### src/hw/rtl/cvg_pkg.sv
// ----------------------------------------------------------------------------
// cvg_pkg
// Shared types, constants and saturation helpers for the circle vertex
// generator.
// ----------------------------------------------------------------------------
package cvg_pkg;

	localparam int CVG_MAX_SEGMENTS = 64;
	localparam int SEG_W            = 7;
	localparam int FACTOR_W         = 31;
	localparam int OFF_W            = 40;
	localparam int COORD_W          = 32;
	localparam int RADIUS_W         = 31;
	localparam int CFG_IDX_W        = 2;
	localparam int CFG_DATA_W       = 32;

	localparam logic [SEG_W-1:0]    SEG_RESET = 7'd64;
	localparam logic [FACTOR_W-1:0] TAN_RESET = 31'd105754339;
	localparam logic [FACTOR_W-1:0] COS_RESET = 31'd1068571454;

	localparam logic [CFG_IDX_W-1:0] CFG_SEGMENT_COUNT = 2'd0;
	localparam logic [CFG_IDX_W-1:0] CFG_STEP_TANGENT  = 2'd1;
	localparam logic [CFG_IDX_W-1:0] CFG_STEP_COSINE   = 2'd2;

	typedef struct packed {
		logic signed [COORD_W-1:0] center_x;
		logic signed [COORD_W-1:0] center_y;
		logic [RADIUS_W-1:0]       radius;
	} cvg_in_t;

	typedef struct packed {
		logic signed [COORD_W-1:0] vertex_x;
		logic signed [COORD_W-1:0] vertex_y;
		logic                      last_vertex;
	} cvg_out_t;

	// clamp a 43-bit signed value to the 40-bit offset range
	function automatic logic signed [OFF_W-1:0] sat40(input logic signed [42:0] v);
		if ((v[42:39] == 4'b0000) || (v[42:39] == 4'b1111)) begin
			return v[OFF_W-1:0];
		end else if (v[42]) begin
			return {1'b1, {(OFF_W-1){1'b0}}};
		end else begin
			return {1'b0, {(OFF_W-1){1'b1}}};
		end
	endfunction

	// clamp a 42-bit signed value to the 32-bit vertex range
	function automatic logic signed [COORD_W-1:0] sat32(input logic signed [41:0] v);
		if ((v[41:31] == 11'h000) || (v[41:31] == 11'h7FF)) begin
			return v[COORD_W-1:0];
		end else if (v[41]) begin
			return {1'b1, {(COORD_W-1){1'b0}}};
		end else begin
			return {1'b0, {(COORD_W-1){1'b1}}};
		end
	endfunction

endpackage

### src/hw/rtl/cvg_mul_unit.sv
// ----------------------------------------------------------------------------
// cvg_mul_unit
// Shared Q1.30 scaling unit: offset times factor, shifted right by 30 with
// rounding half away from zero, saturated to 40 bits. One 40x16 multiplier
// forms the two partial products on successive cycles.
// ----------------------------------------------------------------------------
module cvg_mul_unit (
	input  logic                                clk,
	input  logic                                arst_n,
	input  logic                                start,
	input  logic signed [cvg_pkg::OFF_W-1:0]    operand,
	input  logic [cvg_pkg::FACTOR_W-1:0]        factor,
	output logic                                done,
	output logic signed [cvg_pkg::OFF_W-1:0]    product
);
	import cvg_pkg::*;

	localparam int LO_W   = 15;
	localparam int HI_W   = FACTOR_W - LO_W;
	localparam int PROD_W = OFF_W + HI_W;

	typedef enum logic [2:0] {M_IDLE, M_HI, M_LO, M_SUM, M_FIN} mstate_t;

	mstate_t             state_q;
	logic                neg_q;
	logic [OFF_W-1:0]    mag_q;
	logic [FACTOR_W-1:0] factor_q;
	logic [PROD_W-1:0]   ph_q;
	logic [PROD_W-1:0]   pl_q;
	logic signed [42:0]  quot_q;
	logic                done_q;
	logic signed [OFF_W-1:0] product_q;

	logic [HI_W-1:0]     mul_opnd;
	logic [PROD_W-1:0]   mul_out;
	logic [PROD_W-1:0]   round_sum;
	logic signed [42:0]  quot;
	logic signed [42:0]  signed_quot;

	assign mul_opnd = (state_q == M_HI) ? factor_q[FACTOR_W-1:LO_W]
	                                    : {1'b0, factor_q[LO_W-1:0]};
	assign mul_out  = mag_q * mul_opnd;

	assign round_sum = PROD_W'({ph_q[LO_W-1:0], {LO_W{1'b0}}}) + pl_q
	                   + (PROD_W'(1) << 29);
	assign quot = 43'(ph_q[PROD_W-1:LO_W]) + 43'(round_sum[PROD_W-1:30]);
	assign signed_quot = neg_q ? -quot_q : quot_q;

	always_ff @(posedge clk or negedge arst_n) begin
		if (!arst_n) begin
			state_q   <= M_IDLE;
			neg_q     <= 1'b0;
			mag_q     <= '0;
			factor_q  <= '0;
			ph_q      <= '0;
			pl_q      <= '0;
			quot_q    <= '0;
			done_q    <= 1'b0;
			product_q <= '0;
		end else begin
			done_q <= 1'b0;
			case (state_q)
				M_IDLE: begin
					if (start) begin
						neg_q    <= operand[OFF_W-1];
						mag_q    <= operand[OFF_W-1] ? OFF_W'(-operand) : OFF_W'(operand);
						factor_q <= factor;
						state_q  <= M_HI;
					end
				end
				M_HI: begin
					ph_q    <= mul_out;
					state_q <= M_LO;
				end
				M_LO: begin
					pl_q    <= mul_out;
					state_q <= M_SUM;
				end
				M_SUM: begin
					quot_q  <= quot;
					state_q <= M_FIN;
				end
				M_FIN: begin
					product_q <= sat40(signed_quot);
					done_q    <= 1'b1;
					state_q   <= M_IDLE;
				end
				default: begin
					state_q <= M_IDLE;
				end
			endcase
		end
	end

	assign done    = done_q;
	assign product = product_q;

endmodule

### src/hw/rtl/circle_vertex_generator_core.sv
// ----------------------------------------------------------------------------
// circle_vertex_generator_core
// Emits the vertices of a regular polygon around a circle center, one word
// per vertex, by repeated rotation and scaling of the offset.
//
// Command channel: a word (center, radius) is taken at a clock edge with
// start high and busy low. busy stays high until the last vertex is out.
// Result channel: each vertex is on result for one cycle with result_strobe
// high; the receiver cannot stall it. last_vertex marks the final one.
// Config channel: cfg_valid/cfg_ready with cfg_index and cfg_data; cfg_ready
// is always high, indexes past step_cosine are dropped. Write only while idle.
// Sequence: after start is taken the first vertex is emitted; each further
// vertex needs four scalings by the shared multiply unit (tangent on y and x,
// then cosine on x and y) plus an emit state and a rotate state.
// Segment counts below 3 act as 3, above MAX_SEGMENTS as MAX_SEGMENTS.
// Reset: configuration returns to 64 segments and the default step factors;
// the sequencer goes idle.
// ----------------------------------------------------------------------------
module circle_vertex_generator_core #(
	parameter int MAX_SEGMENTS = cvg_pkg::CVG_MAX_SEGMENTS
) (
	input  logic                               clk,
	input  logic                               arst_n,
	input  logic                               start,
	output logic                               busy,
	input  cvg_pkg::cvg_in_t                   cmd,
	output cvg_pkg::cvg_out_t                  result,
	output logic                               result_strobe,
	input  logic                               cfg_valid,
	output logic                               cfg_ready,
	input  logic [cvg_pkg::CFG_IDX_W-1:0]      cfg_index,
	input  logic [cvg_pkg::CFG_DATA_W-1:0]     cfg_data
);
	import cvg_pkg::*;

	localparam int CNT_W = $clog2(MAX_SEGMENTS + 1);

	typedef enum logic [2:0] {S_IDLE, S_EMIT, S_TY, S_TX, S_ROT, S_CX, S_CY} state_t;

	state_t                  state_q;
	logic [SEG_W-1:0]        seg_q;
	logic [FACTOR_W-1:0]     tan_q;
	logic [FACTOR_W-1:0]     cos_q;
	logic signed [COORD_W-1:0] cx_q;
	logic signed [COORD_W-1:0] cy_q;
	logic signed [OFF_W-1:0] ox_q;
	logic signed [OFF_W-1:0] oy_q;
	logic signed [OFF_W-1:0] ty_q;
	logic signed [OFF_W-1:0] tx_q;
	logic signed [OFF_W-1:0] nx_q;
	logic signed [OFF_W-1:0] ny_q;
	logic [CNT_W-1:0]        n_q;
	logic [CNT_W-1:0]        cnt_q;
	logic                    mul_go_q;
	cvg_out_t                result_q;
	logic                    strobe_q;

	logic signed [OFF_W-1:0] mul_a;
	logic [FACTOR_W-1:0]     mul_f;
	logic                    mul_done;
	logic signed [OFF_W-1:0] mul_p;
	logic [CNT_W-1:0]        n_clamped;
	logic                    is_last;
	logic signed [41:0]      vx_sum;
	logic signed [41:0]      vy_sum;
	logic signed [42:0]      nx_sum;
	logic signed [42:0]      ny_sum;

	cvg_mul_unit u_mul (
		.clk     (clk),
		.arst_n  (arst_n),
		.start   (mul_go_q),
		.operand (mul_a),
		.factor  (mul_f),
		.done    (mul_done),
		.product (mul_p)
	);

	always_comb begin
		case (state_q)
			S_TY: begin
				mul_a = oy_q;
				mul_f = tan_q;
			end
			S_TX: begin
				mul_a = ox_q;
				mul_f = tan_q;
			end
			S_CX: begin
				mul_a = nx_q;
				mul_f = cos_q;
			end
			S_CY: begin
				mul_a = ny_q;
				mul_f = cos_q;
			end
			default: begin
				mul_a = '0;
				mul_f = tan_q;
			end
		endcase
	end

	always_comb begin
		if (seg_q < SEG_W'(3)) begin
			n_clamped = CNT_W'(3);
		end else if (seg_q > SEG_W'(MAX_SEGMENTS)) begin
			n_clamped = CNT_W'(MAX_SEGMENTS);
		end else begin
			n_clamped = CNT_W'(seg_q);
		end
	end

	assign is_last = (cnt_q + CNT_W'(1)) == n_q;
	assign vx_sum  = 42'(cx_q) + 42'(ox_q);
	assign vy_sum  = 42'(cy_q) + 42'(oy_q);
	assign nx_sum  = 43'(ox_q) - 43'(ty_q);
	assign ny_sum  = 43'(oy_q) + 43'(tx_q);

	// configuration registers
	always_ff @(posedge clk or negedge arst_n) begin
		if (!arst_n) begin
			seg_q <= SEG_RESET;
			tan_q <= TAN_RESET;
			cos_q <= COS_RESET;
		end else if (cfg_valid) begin
			case (cfg_index)
				CFG_SEGMENT_COUNT: seg_q <= cfg_data[SEG_W-1:0];
				CFG_STEP_TANGENT:  tan_q <= cfg_data[FACTOR_W-1:0];
				CFG_STEP_COSINE:   cos_q <= cfg_data[FACTOR_W-1:0];
				default: begin
				end
			endcase
		end
	end

	// vertex sequencer
	always_ff @(posedge clk or negedge arst_n) begin
		if (!arst_n) begin
			state_q  <= S_IDLE;
			cx_q     <= '0;
			cy_q     <= '0;
			ox_q     <= '0;
			oy_q     <= '0;
			ty_q     <= '0;
			tx_q     <= '0;
			nx_q     <= '0;
			ny_q     <= '0;
			n_q      <= '0;
			cnt_q    <= '0;
			mul_go_q <= 1'b0;
			result_q <= '0;
			strobe_q <= 1'b0;
		end else begin
			mul_go_q <= 1'b0;
			strobe_q <= 1'b0;
			case (state_q)
				S_IDLE: begin
					if (start) begin
						cx_q    <= cmd.center_x;
						cy_q    <= cmd.center_y;
						ox_q    <= OFF_W'(cmd.radius);
						oy_q    <= '0;
						n_q     <= n_clamped;
						cnt_q   <= '0;
						state_q <= S_EMIT;
					end
				end
				S_EMIT: begin
					result_q.vertex_x    <= sat32(vx_sum);
					result_q.vertex_y    <= sat32(vy_sum);
					result_q.last_vertex <= is_last;
					strobe_q             <= 1'b1;
					if (is_last) begin
						cnt_q   <= '0;
						state_q <= S_IDLE;
					end else begin
						cnt_q    <= cnt_q + CNT_W'(1);
						mul_go_q <= 1'b1;
						state_q  <= S_TY;
					end
				end
				S_TY: begin
					if (mul_done) begin
						ty_q     <= mul_p;
						mul_go_q <= 1'b1;
						state_q  <= S_TX;
					end
				end
				S_TX: begin
					if (mul_done) begin
						tx_q    <= mul_p;
						state_q <= S_ROT;
					end
				end
				S_ROT: begin
					nx_q     <= sat40(nx_sum);
					ny_q     <= sat40(ny_sum);
					mul_go_q <= 1'b1;
					state_q  <= S_CX;
				end
				S_CX: begin
					if (mul_done) begin
						ox_q     <= mul_p;
						mul_go_q <= 1'b1;
						state_q  <= S_CY;
					end
				end
				S_CY: begin
					if (mul_done) begin
						oy_q    <= mul_p;
						state_q <= S_EMIT;
					end
				end
				default: begin
					state_q <= S_IDLE;
				end
			endcase
		end
	end

	assign busy          = (state_q != S_IDLE);
	assign cfg_ready     = 1'b1;
	assign result        = result_q;
	assign result_strobe = strobe_q;

	a_strobe_from_busy: assert property (@(posedge clk) disable iff (!arst_n)
		result_strobe |-> $past(busy))
		else $error("result strobe without an active circle");

	a_start_takes: assert property (@(posedge clk) disable iff (!arst_n)
		(start && !busy) |=> (state_q == S_EMIT))
		else $error("accepted command did not start emitting");

	a_mul_done_waited: assert property (@(posedge clk) disable iff (!arst_n)
		mul_done |-> ((state_q == S_TY) || (state_q == S_TX)
		              || (state_q == S_CX) || (state_q == S_CY)))
		else $error("multiply result arrived while sequencer not waiting");

	a_count_in_range: assert property (@(posedge clk) disable iff (!arst_n)
		busy |-> (cnt_q < n_q))
		else $error("vertex count ran past segment count");

endmodule
### config.mk
export PLATFORM = sky130hd
export DESIGN_NAME = circle_vertex_generator_core
export DESIGN_NICKNAME = d
export VERILOG_FILES = /design/src/hw/rtl/cvg_pkg.sv /design/src/hw/rtl/cvg_mul_unit.sv /design/src/hw/rtl/circle_vertex_generator_core.sv
export SDC_FILE = /design/constraint.sdc
export NUM_CORES = 2
export LEC_CHECK = 0
export ABC_CLOCK_PERIOD_IN_PS = 8100
export BUFFER_PORTS_ARGS = -buffer_cell sky130_fd_sc_hd__buf_2
export CORE_MARGIN = 3
export CORE_UTILIZATION = 40
export DETAILED_ROUTE_END_ITERATION = 6
export GPL_TIMING_DRIVEN = 0
export HOLD_SLACK_MARGIN = 0.05
export PLACE_DENSITY = 0.53
export SYNTH_ARGS = -nofsm -noshare
export SYNTH_HDL_FRONTEND = slang
export SYNTH_SLANG_ARGS = --single-unit
### constraint.sdc
create_clock -name clk -period 8.1 [get_ports clk]
set_clock_uncertainty 0.15 [all_clocks]
set_input_delay 0.81 -clock clk [delete_from_list [all_inputs] [get_ports clk]]
set_output_delay 0.81 -clock clk [all_outputs]
set_load 0.01 [all_outputs]
==> results.json <==
{
  "start_kind": "register",
  "cpMaxStageDelayCell": "clkbuf_1",
  "syn_inst": 7062,
  "regArea_um2": 17900,
  "fmax_mhz": 125,
  "area_growth_pct": 12.9,
  "synth_seq_cells": 712,
  "synthesis.area_um2": 62200,
  "grt_pass1_vias": 52400,
  "cts_buffers": 81,
  "vias_per_cell": 5.55,
  "cp.required_ps": 8510,
  "clockBufferDepth": 3,
  "hold_viol_final": 0,
  "die_w_um": 400,
  "status": "finished, violations left",
  "numPortBuffers": 198,
  "grt_overflow_total": 0,
  "crit_path_max_fanout": 10,
  "cts_root_buf": "clkbuf_16",
  "crit_top_cell": "fa_1",
  "multi_input_area_um2": 40900,
  "final_cell_mix": "nand2_1, inv_1, dfrtp_1, o21ai_0, fa_1",
  "grt_max_degree": 122,
  "worstMarginPinSlew_ps": 1500,
  "post-dp-hpwl_um": 180000,
  "dp_slack_ps": -2620,
  "first_pass_iters": 6,
  "yosysTopAreaCellShare_pct": 27.2,
  "cts_tree": "done",
  "violations": "capacitance limit",
  "track_usage_pct": 27.5,
  "clock_latency_ps": 700,
  "maxSlewViolCount": 0,
  "synthTopCellsByArea": "dfrtp_1, fa_1, nand2_1, ha_1, o21ai_0",
  "gp_congestion": 0.956,
  "wl_um": 222000,
  "mostFrequentLayoutCell": "nand2_1",
  "crit_type": "reg -> reg",
  "rsz0062_at_grt": "yes",
  "setup_slack_ps": 116,
  "synth_flop_cell": "dfrtp_1",
  "ys.warnings.count": 0,
  "synth-edff-count": 0,
  "arrival_ps": 8390,
  "die_h_um": 400,
  "antenna_left": 0,
  "clk_transition_reported_paths_ps": 60,
  "grt_antenna_before_repair": 9,
  "finalCritPeriodShare_pct": 98.6,
  "start_util_pct": 40.3,
  "clock_sinks": 712,
  "finish.net_count": 8383,
  "drc": 0,
  "timing.final.crit_period_ps": 7980,
  "async_flop_share_pct": 100,
  "die_area_um2": 160000,
  "yosysSeqAreaShare_pct": 28.7,
  "drt_iter0_markers": 4349,
  "hold_path_class": "in -> reg",
  "row_count": 144,
  "synth.distinct_cells": 113,
  "vias": 52600,
  "core_um2": 154000,
  "slew_headroom_pct": 0.0254,
  "fill_cells": 15300,
  "tns_ps": 0,
  "h-tree-depth": 3,
  "layout-drive-gt1-share_pct": 11.2,
  "worstSetupEndpointType": "register",
  "syn_avg_cell_area_um2": 8.80,
  "yosysTopAreaCell": "dfrtp_1",
  "synthesis.nets": 8075,
  "grt_pass1_wl_um": 335000,
  "slowest_delay_ps": 620,
  "setup_viol": 0,
  "cap_violations": 1,
  "ioPinCount": 201,
  "wl_per_cell_um": 23.5
}
==> cells by family (layout without fill, tap and decap cells) <==
logic type,after synthesis,in the layout,synth area share (%)
flops,712,712,28.7
xor+xnor,333,333,4.70
fa+ha+maj,901,901,24.5
simple gates,2301,2301,16.6
buf+inv,1098,1465,6.77
other cells,1,5,0.00603
mux,184,184,3.20
compound gates,1532,1532,15.4
==> flip-flops by register name, indices dropped and copies added, names as in the netlist, 40 cells and up <==
signal         flops
ty_q              40
result            65
u_mul.product     40
oy_q              40
u_mul.pl_q        41
tx_q              40
nx_q              40
ny_q              40
ox_q              40
u_mul.quot_q      42
u_mul.mag_q       40
u_mul.ph_q        56
==> routing by layer <==
layer	GRT usage (%)	up-vias	routed length (um)
li1	-	24100	-
met1	41.2	26500	104000
met2	40.6	1696	94700
met3	5.45	268	17900
met4	6.54	0	5500
met5	0	-	0
==> through the flow <==
stage	cell area, um2	cells	hold slack, ps	util, %
5_1_grt	70100	9473	128	45.5
3_3_place_gp	65700	9304	312	42.6
3_5_place_dp	65900	9312	309	42.7
4_1_cts	69500	9459	100	45.0
6_report	70200	9477	143	45.5
2_1_floorplan	62200	7062	289	-
==> critical path: cells and delay by family (launching register included) <==
kind	cells	cell delay, ps
AOI/OAI and AO/OA	9	1860
xor gates and xnor gates	1	200
buffers and inverters	5	1090
DFF	1	450
adders and majority gates	7	3300
and+or+nand+nor	3	770
==> synth_stat cells, types with 15 or more instances <==
master,n
a211oi_1,20
a21o_1,124
a21oi_1,283
a221o_1,37
a22oi_1,26
a31oi_1,72
and2_1,205
and3_1,63
and4_1,15
buf_1,22
buf_2,22
clkbuf_1,326
dfrtp_1,676
dfstp_2,36
fa_1,535
ha_1,345
inv_1,715
maj3_1,21
mux2_2,116
mux2i_1,67
nand2_1,1335
nand2b_1,37
nand3_1,75
nand4_1,46
nor2_1,296
nor2b_1,41
nor3_1,69
nor3b_1,15
nor4_1,16
o211ai_1,25
o21a_1,72
o21ai_0,553
o21ai_1,49
o21bai_1,32
o22ai_1,45
o31ai_1,42
or2_2,17
or3_1,16
xnor2_1,171
xor2_1,161
==> worst paths after layout <==
path                       cells after the start              to              from  slack (ps)
max                                           25  u_mul.pl_q[48]  u_mul.state_q[2]         120
min                                            3         cx_q[4]           cmd[67]         140
max reg2reg                                   25  u_mul.pl_q[48]  u_mul.state_q[2]         120
min reg2reg                                    2   u_mul.ph_q[0]     u_mul.ph_q[0]         330
max in group asynchronous                      4       tan_q[29]            arst_n        5610
min in group asynchronous                      2   result_strobe            arst_n         540
==> final cells by class <==
cell class | instances | area share (%)
clock buffer | 112 | 3.30
inverter | 716 | 3.83
buffer | 369 | 2.68
multi-input combinational | 5252 | 58.4
sequential | 712 | 25.5
timing repair buffer | 238 | 2.06
antenna | 4 | 0.0143
tap | 2044 | 3.65
clock inverter | 30 | 0.649
==> timing repair <==
item	in CTS	in global routing
gates resized for setup	211	194
pin swaps	21	55
endpoints found under the hold margin	70	0
setup buffers	12	19
endpoints found under the setup margin	84	49
hold buffers	1	0
Power is not shown: default switching activity piles up to over one toggle a cycle in this logic, so the estimate is an artifact.
